`config.mk`:
```
export PLATFORM = sky130hd
export DESIGN_NAME = one_wire_bus_master_unit
export DESIGN_NICKNAME = d
export VERILOG_FILES = /design/src/owm_pkg.sv /design/src/owm_cfg.sv /design/src/owm_core.sv /design/src/one_wire_bus_master_unit.sv
export SDC_FILE = /design/constraint.sdc
export NUM_CORES = 1
export LEC_CHECK = 0
export ABC_AREA = 1
export BUFFER_PORTS_ARGS = -buffer_cell sky130_fd_sc_hd__buf_4
export CORE_AREA = 10 10 125 127
export CTS_CLUSTER_SIZE = 12
export DETAILED_ROUTE_END_ITERATION = 6
export DIE_AREA = 0 0 135 137
export PLACE_DENSITY = 0.8
export SETUP_SLACK_MARGIN = 0.4
export SLEW_MARGIN = 10
export SYNTH_ARGS = -nofsm -noshare
export SYNTH_HDL_FRONTEND = slang
export SYNTH_SLANG_ARGS = --single-unit
```
`constraint.sdc`:
```
create_clock -name clk -period 8.4 [get_ports clk]
set_input_delay 0.84 -clock clk [delete_from_list [all_inputs] [get_ports clk]]
set_output_delay 0.84 -clock clk [all_outputs]
set_load 0.02 [all_outputs]
```
`src/owm_pkg.sv`:
```
// ----------------------------------------------------------------------------
// owm_pkg
// Types and constants shared by the one-wire bus master unit.
// ----------------------------------------------------------------------------
package owm_pkg;

    localparam int unsigned TICK_W = 10;
    localparam int unsigned ADDR_W = 5;
    localparam int unsigned DATA_W = 32;

    typedef enum logic [1:0] {
        OP_TICK  = 2'd0,
        OP_RESET = 2'd1,
        OP_WRITE = 2'd2,
        OP_READ  = 2'd3
    } owm_op_t;

    typedef enum logic [3:0] {
        PH_IDLE     = 4'd0,
        PH_RST_LOW  = 4'd1,
        PH_RST_WAIT = 4'd2,
        PH_RST_TAIL = 4'd3,
        PH_WR_LOW   = 4'd4,
        PH_WR_SLOT  = 4'd5,
        PH_WR_GAP   = 4'd6,
        PH_RD_LOW   = 4'd7,
        PH_RD_WAIT  = 4'd8,
        PH_RD_GAP   = 4'd9
    } owm_phase_t;

    typedef enum logic [2:0] {
        REG_RESET_LOW     = 3'd0,
        REG_PRESENCE_WAIT = 3'd1,
        REG_RESET_TAIL    = 3'd2,
        REG_WRITE_LOW     = 3'd3,
        REG_WRITE_SLOT    = 3'd4,
        REG_READ_LOW      = 3'd5,
        REG_READ_SAMPLE   = 3'd6,
        REG_READ_GAP      = 3'd7
    } owm_reg_idx_t;

    localparam logic [TICK_W-1:0] RESET_LOW_DEF     = 10'd500;
    localparam logic [TICK_W-1:0] PRESENCE_WAIT_DEF = 10'd30;
    localparam logic [TICK_W-1:0] RESET_TAIL_DEF    = 10'd470;
    localparam logic [TICK_W-1:0] WRITE_LOW_DEF     = 10'd5;
    localparam logic [TICK_W-1:0] WRITE_SLOT_DEF    = 10'd80;
    localparam logic [TICK_W-1:0] READ_LOW_DEF      = 10'd2;
    localparam logic [TICK_W-1:0] READ_SAMPLE_DEF   = 10'd14;
    localparam logic [TICK_W-1:0] READ_GAP_DEF      = 10'd15;

    typedef struct packed {
        logic [1:0] operation;
        logic [7:0] data_byte;
        logic       line_level;
    } owm_in_t;

    typedef struct packed {
        logic       drive_low;
        logic       busy_res;
        logic       done_res;
        logic       device_present;
        logic [7:0] received_byte;
    } owm_out_t;

    typedef struct packed {
        logic [TICK_W-1:0] reset_low_ticks;
        logic [TICK_W-1:0] presence_wait_ticks;
        logic [TICK_W-1:0] reset_tail_ticks;
        logic [TICK_W-1:0] write_low_ticks;
        logic [TICK_W-1:0] write_slot_ticks;
        logic [TICK_W-1:0] read_low_ticks;
        logic [TICK_W-1:0] read_sample_ticks;
        logic [TICK_W-1:0] read_gap_ticks;
    } owm_cfg_t;

endpackage

```
`src/owm_cfg.sv`:
```
// ----------------------------------------------------------------------------
// owm_cfg
// Timing register file behind an APB-style port; one 32-bit slot per register.
// ----------------------------------------------------------------------------
module owm_cfg (
    input  logic                           clk,
    input  logic                           rst_n,
    input  logic                           psel,
    input  logic                           penable,
    input  logic                           pwrite,
    input  logic [owm_pkg::ADDR_W-1:0]     paddr,
    input  logic [owm_pkg::DATA_W-1:0]     pwdata,
    output logic [owm_pkg::DATA_W-1:0]     prdata,
    output logic                           pready,
    output owm_pkg::owm_cfg_t              cfg
);
    import owm_pkg::*;

    owm_cfg_t          cfg_reg;
    owm_cfg_t          cfg_next;
    logic [2:0]        reg_idx;
    logic [TICK_W-1:0] wr_val;
    logic [TICK_W-1:0] rd_val;
    logic              wr_en;

    assign pready  = 1'b1;
    assign reg_idx = paddr[4:2];
    assign wr_val  = pwdata[TICK_W-1:0];
    assign wr_en   = psel && penable && pwrite;

    always_comb
    begin
        cfg_next = cfg_reg;
        if (wr_en)
        begin
            case (reg_idx)
                REG_RESET_LOW:     cfg_next.reset_low_ticks     = wr_val;
                REG_PRESENCE_WAIT: cfg_next.presence_wait_ticks = wr_val;
                REG_RESET_TAIL:    cfg_next.reset_tail_ticks    = wr_val;
                REG_WRITE_LOW:     cfg_next.write_low_ticks     = wr_val;
                REG_WRITE_SLOT:    cfg_next.write_slot_ticks    = wr_val;
                REG_READ_LOW:      cfg_next.read_low_ticks      = wr_val;
                REG_READ_SAMPLE:   cfg_next.read_sample_ticks   = wr_val;
                REG_READ_GAP:      cfg_next.read_gap_ticks      = wr_val;
                default:           cfg_next = cfg_reg;
            endcase
        end
    end

    always_ff @(posedge clk or negedge rst_n)
    begin
        if (!rst_n)
        begin
            cfg_reg.reset_low_ticks     <= RESET_LOW_DEF;
            cfg_reg.presence_wait_ticks <= PRESENCE_WAIT_DEF;
            cfg_reg.reset_tail_ticks    <= RESET_TAIL_DEF;
            cfg_reg.write_low_ticks     <= WRITE_LOW_DEF;
            cfg_reg.write_slot_ticks    <= WRITE_SLOT_DEF;
            cfg_reg.read_low_ticks      <= READ_LOW_DEF;
            cfg_reg.read_sample_ticks   <= READ_SAMPLE_DEF;
            cfg_reg.read_gap_ticks      <= READ_GAP_DEF;
        end
        else
        begin
            cfg_reg <= cfg_next;
        end
    end

    always_comb
    begin
        case (reg_idx)
            REG_RESET_LOW:     rd_val = cfg_reg.reset_low_ticks;
            REG_PRESENCE_WAIT: rd_val = cfg_reg.presence_wait_ticks;
            REG_RESET_TAIL:    rd_val = cfg_reg.reset_tail_ticks;
            REG_WRITE_LOW:     rd_val = cfg_reg.write_low_ticks;
            REG_WRITE_SLOT:    rd_val = cfg_reg.write_slot_ticks;
            REG_READ_LOW:      rd_val = cfg_reg.read_low_ticks;
            REG_READ_SAMPLE:   rd_val = cfg_reg.read_sample_ticks;
            REG_READ_GAP:      rd_val = cfg_reg.read_gap_ticks;
            default:           rd_val = '0;
        endcase
    end

    assign prdata = {{(DATA_W-TICK_W){1'b0}}, rd_val};
    assign cfg    = cfg_reg;

endmodule

```
`src/owm_core.sv`:
```
// ----------------------------------------------------------------------------
// owm_core
// Bus sequencer: advances the reset / write byte / read byte phases one tick
// per accepted word and forms that tick's result.
// ----------------------------------------------------------------------------
module owm_core #(
    parameter int unsigned BYTE_GAP_TICKS = 100
) (
    input  logic               clk,
    input  logic               rst_n,
    input  logic               advance,
    input  owm_pkg::owm_in_t   in_word,
    input  owm_pkg::owm_cfg_t  cfg,
    output owm_pkg::owm_out_t  result
);
    import owm_pkg::*;

    localparam logic [TICK_W-1:0] GAP_LEN = TICK_W'(BYTE_GAP_TICKS);

    owm_phase_t        phase_reg,    phase_next;
    logic [TICK_W-1:0] tick_reg,     tick_next;
    logic [2:0]        bit_reg,      bit_next;
    logic [7:0]        shift_reg,    shift_next;
    logic              presence_reg, presence_next;
    logic [7:0]        hold_reg,     hold_next;

    // state after a possible command start
    owm_phase_t        ph_start;
    logic [TICK_W-1:0] tick_start;
    logic [2:0]        bit_start;
    logic [7:0]        shift_start;

    logic [TICK_W-1:0] phase_len;
    logic [TICK_W-1:0] tick_inc;
    logic              phase_end;

    // command start
    always_comb
    begin
        ph_start    = phase_reg;
        tick_start  = tick_reg;
        bit_start   = bit_reg;
        shift_start = shift_reg;
        if (phase_reg == PH_IDLE)
        begin
            tick_start = '0;
            bit_start  = '0;
            case (in_word.operation)
                OP_RESET: ph_start = PH_RST_LOW;
                OP_WRITE:
                begin
                    ph_start    = PH_WR_LOW;
                    shift_start = in_word.data_byte;
                end
                OP_READ:
                begin
                    ph_start    = PH_RD_LOW;
                    shift_start = '0;
                end
                default: ph_start = PH_IDLE;
            endcase
        end
    end

    always_comb
    begin
        case (ph_start)
            PH_RST_LOW:  phase_len = cfg.reset_low_ticks;
            PH_RST_WAIT: phase_len = cfg.presence_wait_ticks;
            PH_RST_TAIL: phase_len = cfg.reset_tail_ticks;
            PH_WR_LOW:   phase_len = cfg.write_low_ticks;
            PH_WR_SLOT:  phase_len = cfg.write_slot_ticks;
            PH_WR_GAP:   phase_len = GAP_LEN;
            PH_RD_LOW:   phase_len = cfg.read_low_ticks;
            PH_RD_WAIT:  phase_len = cfg.read_sample_ticks;
            PH_RD_GAP:   phase_len = cfg.read_gap_ticks;
            default:     phase_len = TICK_W'(1);
        endcase
    end

    // a zero length compares as ended on the first tick
    assign tick_inc  = tick_start + TICK_W'(1);
    assign phase_end = (ph_start != PH_IDLE) && (tick_inc >= phase_len);

    // next state
    always_comb
    begin
        phase_next    = ph_start;
        tick_next     = tick_start;
        bit_next      = bit_start;
        shift_next    = shift_start;
        presence_next = presence_reg;
        hold_next     = hold_reg;
        if (ph_start != PH_IDLE)
        begin
            tick_next = phase_end ? '0 : tick_inc;
            if (phase_end)
            begin
                case (ph_start)
                    PH_RST_LOW:  phase_next = PH_RST_WAIT;
                    PH_RST_WAIT:
                    begin
                        presence_next = !in_word.line_level;
                        phase_next    = PH_RST_TAIL;
                    end
                    PH_WR_LOW:   phase_next = PH_WR_SLOT;
                    PH_WR_SLOT:
                    begin
                        if (bit_start == 3'd7)
                        begin
                            bit_next   = '0;
                            phase_next = (BYTE_GAP_TICKS > 0) ? PH_WR_GAP : PH_IDLE;
                        end
                        else
                        begin
                            bit_next   = bit_start + 3'd1;
                            phase_next = PH_WR_LOW;
                        end
                    end
                    PH_RD_LOW:   phase_next = PH_RD_WAIT;
                    PH_RD_WAIT:
                    begin
                        if (in_word.line_level)
                        begin
                            shift_next[bit_start] = 1'b1;
                        end
                        phase_next = PH_RD_GAP;
                    end
                    PH_RD_GAP:
                    begin
                        if (bit_start == 3'd7)
                        begin
                            bit_next   = '0;
                            hold_next  = shift_start;
                            phase_next = PH_IDLE;
                        end
                        else
                        begin
                            bit_next   = bit_start + 3'd1;
                            phase_next = PH_RD_LOW;
                        end
                    end
                    default:     phase_next = PH_IDLE;
                endcase
            end
        end
    end

    // outputs
    always_comb
    begin
        case (ph_start)
            PH_RST_LOW, PH_WR_LOW, PH_RD_LOW: result.drive_low = 1'b1;
            PH_WR_SLOT:                       result.drive_low = !shift_start[bit_start];
            default:                          result.drive_low = 1'b0;
        endcase
        result.busy_res       = (phase_next != PH_IDLE);
        result.done_res       = (ph_start != PH_IDLE) && (phase_next == PH_IDLE);
        result.device_present = presence_next;
        result.received_byte  = hold_next;
    end

    always_ff @(posedge clk or negedge rst_n)
    begin
        if (!rst_n)
        begin
            phase_reg    <= PH_IDLE;
            tick_reg     <= '0;
            bit_reg      <= '0;
            shift_reg    <= '0;
            presence_reg <= 1'b0;
            hold_reg     <= '0;
        end
        else if (advance)
        begin
            phase_reg    <= phase_next;
            tick_reg     <= tick_next;
            bit_reg      <= bit_next;
            shift_reg    <= shift_next;
            presence_reg <= presence_next;
            hold_reg     <= hold_next;
        end
    end

    a_idle_bit_zero: assert property (@(posedge clk) disable iff (!rst_n)
        phase_reg == PH_IDLE |-> bit_reg == 3'd0)
        else $error("bit index not cleared while idle");

    a_tick_in_range: assert property (@(posedge clk) disable iff (!rst_n)
        tick_reg != {TICK_W{1'b1}})
        else $error("tick counter reached its top value");

    a_presence_only_at_sample: assert property (@(posedge clk) disable iff (!rst_n)
        advance && phase_reg != PH_RST_WAIT |=> presence_reg == $past(presence_reg))
        else $error("presence changed outside the presence sample phase");

endmodule

```
`src/one_wire_bus_master_unit.sv`:
```
// ----------------------------------------------------------------------------
// one_wire_bus_master_unit
// One-wire bus master stepped once per accepted tick word: reset with
// presence detect, byte write and byte read, timing from APB registers.
// ----------------------------------------------------------------------------
// The result word of a tick is registered. Throughput: one tick word per
// cycle while in_stall is low; the sequencer state updates in a single pass
// between the state registers and the output register.
// A two-entry output buffer keeps input flowing while one result waits.
// Reset: sequencer idle, counters, presence and read byte cleared, timing
// registers at their default values, output buffer empty.
// ----------------------------------------------------------------------------
module one_wire_bus_master_unit #(
    parameter int unsigned BYTE_GAP_TICKS = 100
) (
    input  logic                           clk,
    input  logic                           rst_n,
    input  logic                           in_valid,
    output logic                           in_stall,
    input  owm_pkg::owm_in_t               in_data,
    output logic                           out_valid,
    input  logic                           out_stall,
    output owm_pkg::owm_out_t              out_data,
    input  logic                           psel,
    input  logic                           penable,
    input  logic                           pwrite,
    input  logic [owm_pkg::ADDR_W-1:0]     paddr,
    input  logic [owm_pkg::DATA_W-1:0]     pwdata,
    output logic [owm_pkg::DATA_W-1:0]     prdata,
    output logic                           pready
);
    import owm_pkg::*;

    owm_cfg_t cfg;
    owm_out_t step_res;
    logic     in_acc;
    logic     out_acc;

    logic     out_valid_reg,  out_valid_next;
    owm_out_t out_data_reg,   out_data_next;
    logic     skid_valid_reg, skid_valid_next;
    owm_out_t skid_data_reg,  skid_data_next;

    owm_cfg u_cfg (
        .clk     (clk),
        .rst_n   (rst_n),
        .psel    (psel),
        .penable (penable),
        .pwrite  (pwrite),
        .paddr   (paddr),
        .pwdata  (pwdata),
        .prdata  (prdata),
        .pready  (pready),
        .cfg     (cfg)
    );

    owm_core #(
        .BYTE_GAP_TICKS (BYTE_GAP_TICKS)
    ) u_core (
        .clk     (clk),
        .rst_n   (rst_n),
        .advance (in_acc),
        .in_word (in_data),
        .cfg     (cfg),
        .result  (step_res)
    );

    assign in_stall = skid_valid_reg;
    assign in_acc   = in_valid && !in_stall;
    assign out_acc  = out_valid_reg && !out_stall;

    always_comb
    begin
        out_valid_next  = out_valid_reg;
        out_data_next   = out_data_reg;
        skid_valid_next = skid_valid_reg;
        skid_data_next  = skid_data_reg;
        if (skid_valid_reg)
        begin
            // drain the skid word into the output slot
            if (out_acc)
            begin
                out_data_next   = skid_data_reg;
                skid_valid_next = 1'b0;
            end
        end
        else if (in_acc)
        begin
            if (!out_valid_reg || out_acc)
            begin
                out_valid_next = 1'b1;
                out_data_next  = step_res;
            end
            else
            begin
                skid_valid_next = 1'b1;
                skid_data_next  = step_res;
            end
        end
        else if (out_acc)
        begin
            out_valid_next = 1'b0;
        end
    end

    always_ff @(posedge clk or negedge rst_n)
    begin
        if (!rst_n)
        begin
            out_valid_reg  <= 1'b0;
            skid_valid_reg <= 1'b0;
        end
        else
        begin
            out_valid_reg  <= out_valid_next;
            skid_valid_reg <= skid_valid_next;
        end
    end

    always_ff @(posedge clk)
    begin
        out_data_reg  <= out_data_next;
        skid_data_reg <= skid_data_next;
    end

    assign out_valid = out_valid_reg;
    assign out_data  = out_data_reg;

    a_skid_behind_out: assert property (@(posedge clk) disable iff (!rst_n)
        skid_valid_reg |-> out_valid_reg)
        else $error("skid word held with output slot empty");

    a_done_not_busy: assert property (@(posedge clk) disable iff (!rst_n)
        out_valid_reg && out_data_reg.done_res |-> !out_data_reg.busy_res)
        else $error("done reported while still busy");

    a_skid_drains: assert property (@(posedge clk) disable iff (!rst_n)
        skid_valid_reg && out_acc |=> !skid_valid_reg && out_valid_reg)
        else $error("skid word not moved to output slot");

endmodule
```
==> impl_metrics.json <==
{
  "outcome": "complete, no violations",
  "final_core_util_pct": 66.3,
  "cp.buffers_inverters": 3,
  "first_pass_iters": 6,
  "crit_path_cell_trace": "nor2_2, nand3_2, nand3_2, inv_2, nand2_1, inv_1, nand2_1, o21ai_0, nor4_1, ha_1, nand2_1, nand2_1, nand2_1, nand2_1, nand2_1, nand3_1, nand2_4, inv_1, a21oi_1, nand2_1, nor2_1, nand2_1, nand2_1, nand2_1",
  "seq_area_mm2": 0.00366,
  "r2r_slack_ns": 3.93,
  "fillers": 1103,
  "cp_max_fo": 9,
  "final_antenna_net_count": 0,
  "dieArea_mm2": 0.0185,
  "clk_latency_ns": 0.43,
  "synth_area_mm2": 0.00767,
  "synth_xor_area_share_pct": 0.571,
  "cts-root-buf": "clkbuf_16",
  "slowest_delay_ns": 0.62,
  "syn_avg_cell_area_um2": 7.85,
  "via_per_inst": 5.64,
  "finClkSkew_ns": 0.00811,
  "path_class": "flip-flop to flip-flop",
  "place_area_mm2": 0.00809,
  "cts_buffers": 17,
  "synth.area.top_cells": "dfrtp_1 29%, nand2_1 12%, dfstp_2 9.6%",
  "leakagePower_nw": 4.20,
  "start_kind": "flip-flop",
  "drive_above_1_share_pct": 13.8,
  "antenna_found_initial": 0,
  "first_global_vias": 6423,
  "cts_buffer_depth": 2,
  "hp-class": "primary input to async pin",
  "finalCriticalPeriod_ns": 4.47,
  "area_growth_pct": 13.2,
  "fmax_mhz": 224,
  "ys_types": 41,
  "design.portCount": 102,
  "num_rows": 42,
  "wl_per_cell_um": 16.8,
  "yosys.area.top_type": "dfrtp_1",
  "grt_max_degree": 61,
  "maxSlewViolCount": 0,
  "synth-simple-area-share_pct": 20.9,
  "ys_seq_elements": 140,
  "synth_top_family_by_area": "simple AND/OR/NAND/NOR gates",
  "route.detailed.drc": 0,
  "overflow": 0,
  "cts_sinks": 140,
  "routed_wl_um": 20200,
  "yosys_warnings": 0,
  "place_congestion": 0.953,
  "p_per_area_mw_per_mm2": 325,
  "ctsResizeCount": 0,
  "holdBufCountCts": 0,
  "crit_required_ns": 8.59,
  "nets": 1085,
  "arrival_ns": 4.65,
  "die_w_um": 135,
  "htree_levels": 4,
  "reg2reg_to": "out_data[10]",
  "vias": 6798,
  "finalSetupViolCount": 0,
  "worstSetupEndpoint": "out_data[10]",
  "rsz0062_at_grt": "false",
  "stdcell_area_mm2": 0.00868,
  "cp_common_cell": "nand2_1",
  "crit_cells": 24,
  "hold_violations": 0,
  "first_iter_violations": 806,
  "postCtsSetupBuffers": 0,
  "post-route-period-util_pct": 53.2,
  "multiInputGateArea_mm2": 0.00321,
  "muxShareOfSynthArea_pct": 0,
  "ys_seq_area_share_pct": 47.7,
  "ir_drop_mv": 0.183,
  "largest_reg_flops": 80,
  "die_y_um": 137,
  "synth_top_area_share_pct": 28.7,
  "maxCapViolCount": 0,
  "core_mm2": 0.0131,
  "relSlewSlack_pct": 21.4,
  "track_usage_pct": 22.1,
  "crit_path_start": "u_core.phase_reg[1]",
  "regToRegStartpoint": "u_core.phase_reg[1]",
  "numPortBuffers": 54,
  "clkSlewWorstSetupHoldPaths_ns": 0.06,
  "tns_ns": 0,
  "netlist_instances": 977,
  "n_antenna_cell": 0,
  "tightest_slew_ns": 1.18,
  "synth-compound-area-share_pct": 17.1,
  "dpl.hpwl_um": 14500,
  "start_util_pct": 58.6,
  "rr_worst_depth": 24,
  "cp-end-kind": "flip-flop",
  "critical_path.slowest_cell": "nor4_1",
  "cts_tree": "yes",
  "path_delay_family": "simple AND/OR/NAND/NOR gates",
  "synthAdderAreaFrac_pct": 2.12,
  "grt_pass1_wl_um": 32400
}
==> metrics by stage <==
step                      setup slack (ns)  power (mW)  std cells  hold slack, ns
after floorplan                       4.72        1.73        998           0.449
after global placement                3.73        2.02       1174           0.463
after detailed placement              3.67        2.05       1174           0.468
after CTS                             4.02        2.81       1206           0.484
after global routing                  3.59        3.00       1206           0.496
final                                 3.93        2.82       1206           0.458
==> metal layers <==
layer / GRT usage (%) / wire (µm) / vias up
li1: - / - / 3252
met5: 0 / 0 / -
met3: 5.65 / 1650 / 65
met2: 37.3 / 9980 / 359
met1: 26.3 / 7980 / 3122
met4: 9.45 / 638 / 0
==> cell type report <==
cell class / instances / area share [%]
Clock buffer: 20 / 5.26
Inverter: 151 / 6.53
Timing Repair Buffer: 58 / 5.02
Multi-Input combinational cell: 649 / 37.0
Sequential cell: 140 / 42.1
Clock inverter: 12 / 1.56
Tap cell: 176 / 2.54
==> cells by family after synthesis <==
kind of cell               Yosys count
AOI/OAI and AO/OA                  223
DFF                                140
adders and majority gates           13
other                                2
buffers and inverters              209
and+or+nand+nor                    385
xor gates and xnor gates             5
==> power breakdown <==
part           switching [mW]  leakage, nW  internal (mW)
Clock                   0.302        0.284          0.455
Combinational           0.761         2.29          0.329
Sequential             0.0838         1.62          0.892
Total                    1.15         4.20           1.68
==> cell usage in the layout, fill, tap and decap left out, types with 10 or more instances in the layout <==
master	n
nand2_1	253
inv_1	149
o21ai_0	107
dfrtp_1	88
nor2_1	64
buf_4	58
o22ai_1	31
nand3_1	31
dfstp_2	28
edfxtp_1	24
conb_1	23
o21ai_1	17
clkbuf_16	17
a21oi_1	14
ha_1	13
o211ai_1	10
==> cell usage after synthesis, drive strengths merged <==
library cell,n
clkbuf,33
a211oi,3
buf,25
edfxtp,24
xor2,2
a21oi,14
o22ai,31
o221ai,5
dfrtp,88
conb,2
nand3b,1
nand4,5
a31oi,7
a21o,1
a22oi,7
dfstp,28
nor4,9
inv,151
nand3,33
o2111ai,7
o21ai,132
nand2,259
o31ai,2
ha,13
a221oi,4
xnor2,3
nor2,68
o211ai,10
nor3,10
==> worst min-delay path by stage <==
stage                       startpoint            endpoint  slack [ns]
finish                           rst_n  u_core.tick_reg[5]        0.46
global placement    u_core.tick_reg[0]  u_core.tick_reg[0]        0.46
CTS                              rst_n  u_core.tick_reg[5]        0.48
global route                     rst_n  u_core.tick_reg[5]        0.50
floorplan           u_core.tick_reg[9]  u_core.tick_reg[9]        0.45
detailed placement  u_core.tick_reg[4]  u_core.tick_reg[4]        0.47
==> worst reg2reg max path: stages (launching register included) <==
cell,delay [ns]
dfrtp_1,0.40
nor2_2,0.21
nand3_2,0.19
nand3_2,0.13
inv_2,0.05
nand2_1,0.23
inv_1,0.21
nand2_1,0.09
o21ai_0,0.11
nor4_1,0.62
ha_1,0.37
nand2_1,0.08
nand2_1,0.05
nand2_1,0.05
nand2_1,0.04
nand2_1,0.05
nand3_1,0.28
nand2_4,0.26
inv_1,0.18
a21oi_1,0.21
nand2_1,0.07
nor2_1,0.13
nand2_1,0.11
nand2_1,0.08
nand2_1,0.04
No activity file was read; power rests on OpenSTA's default activity.
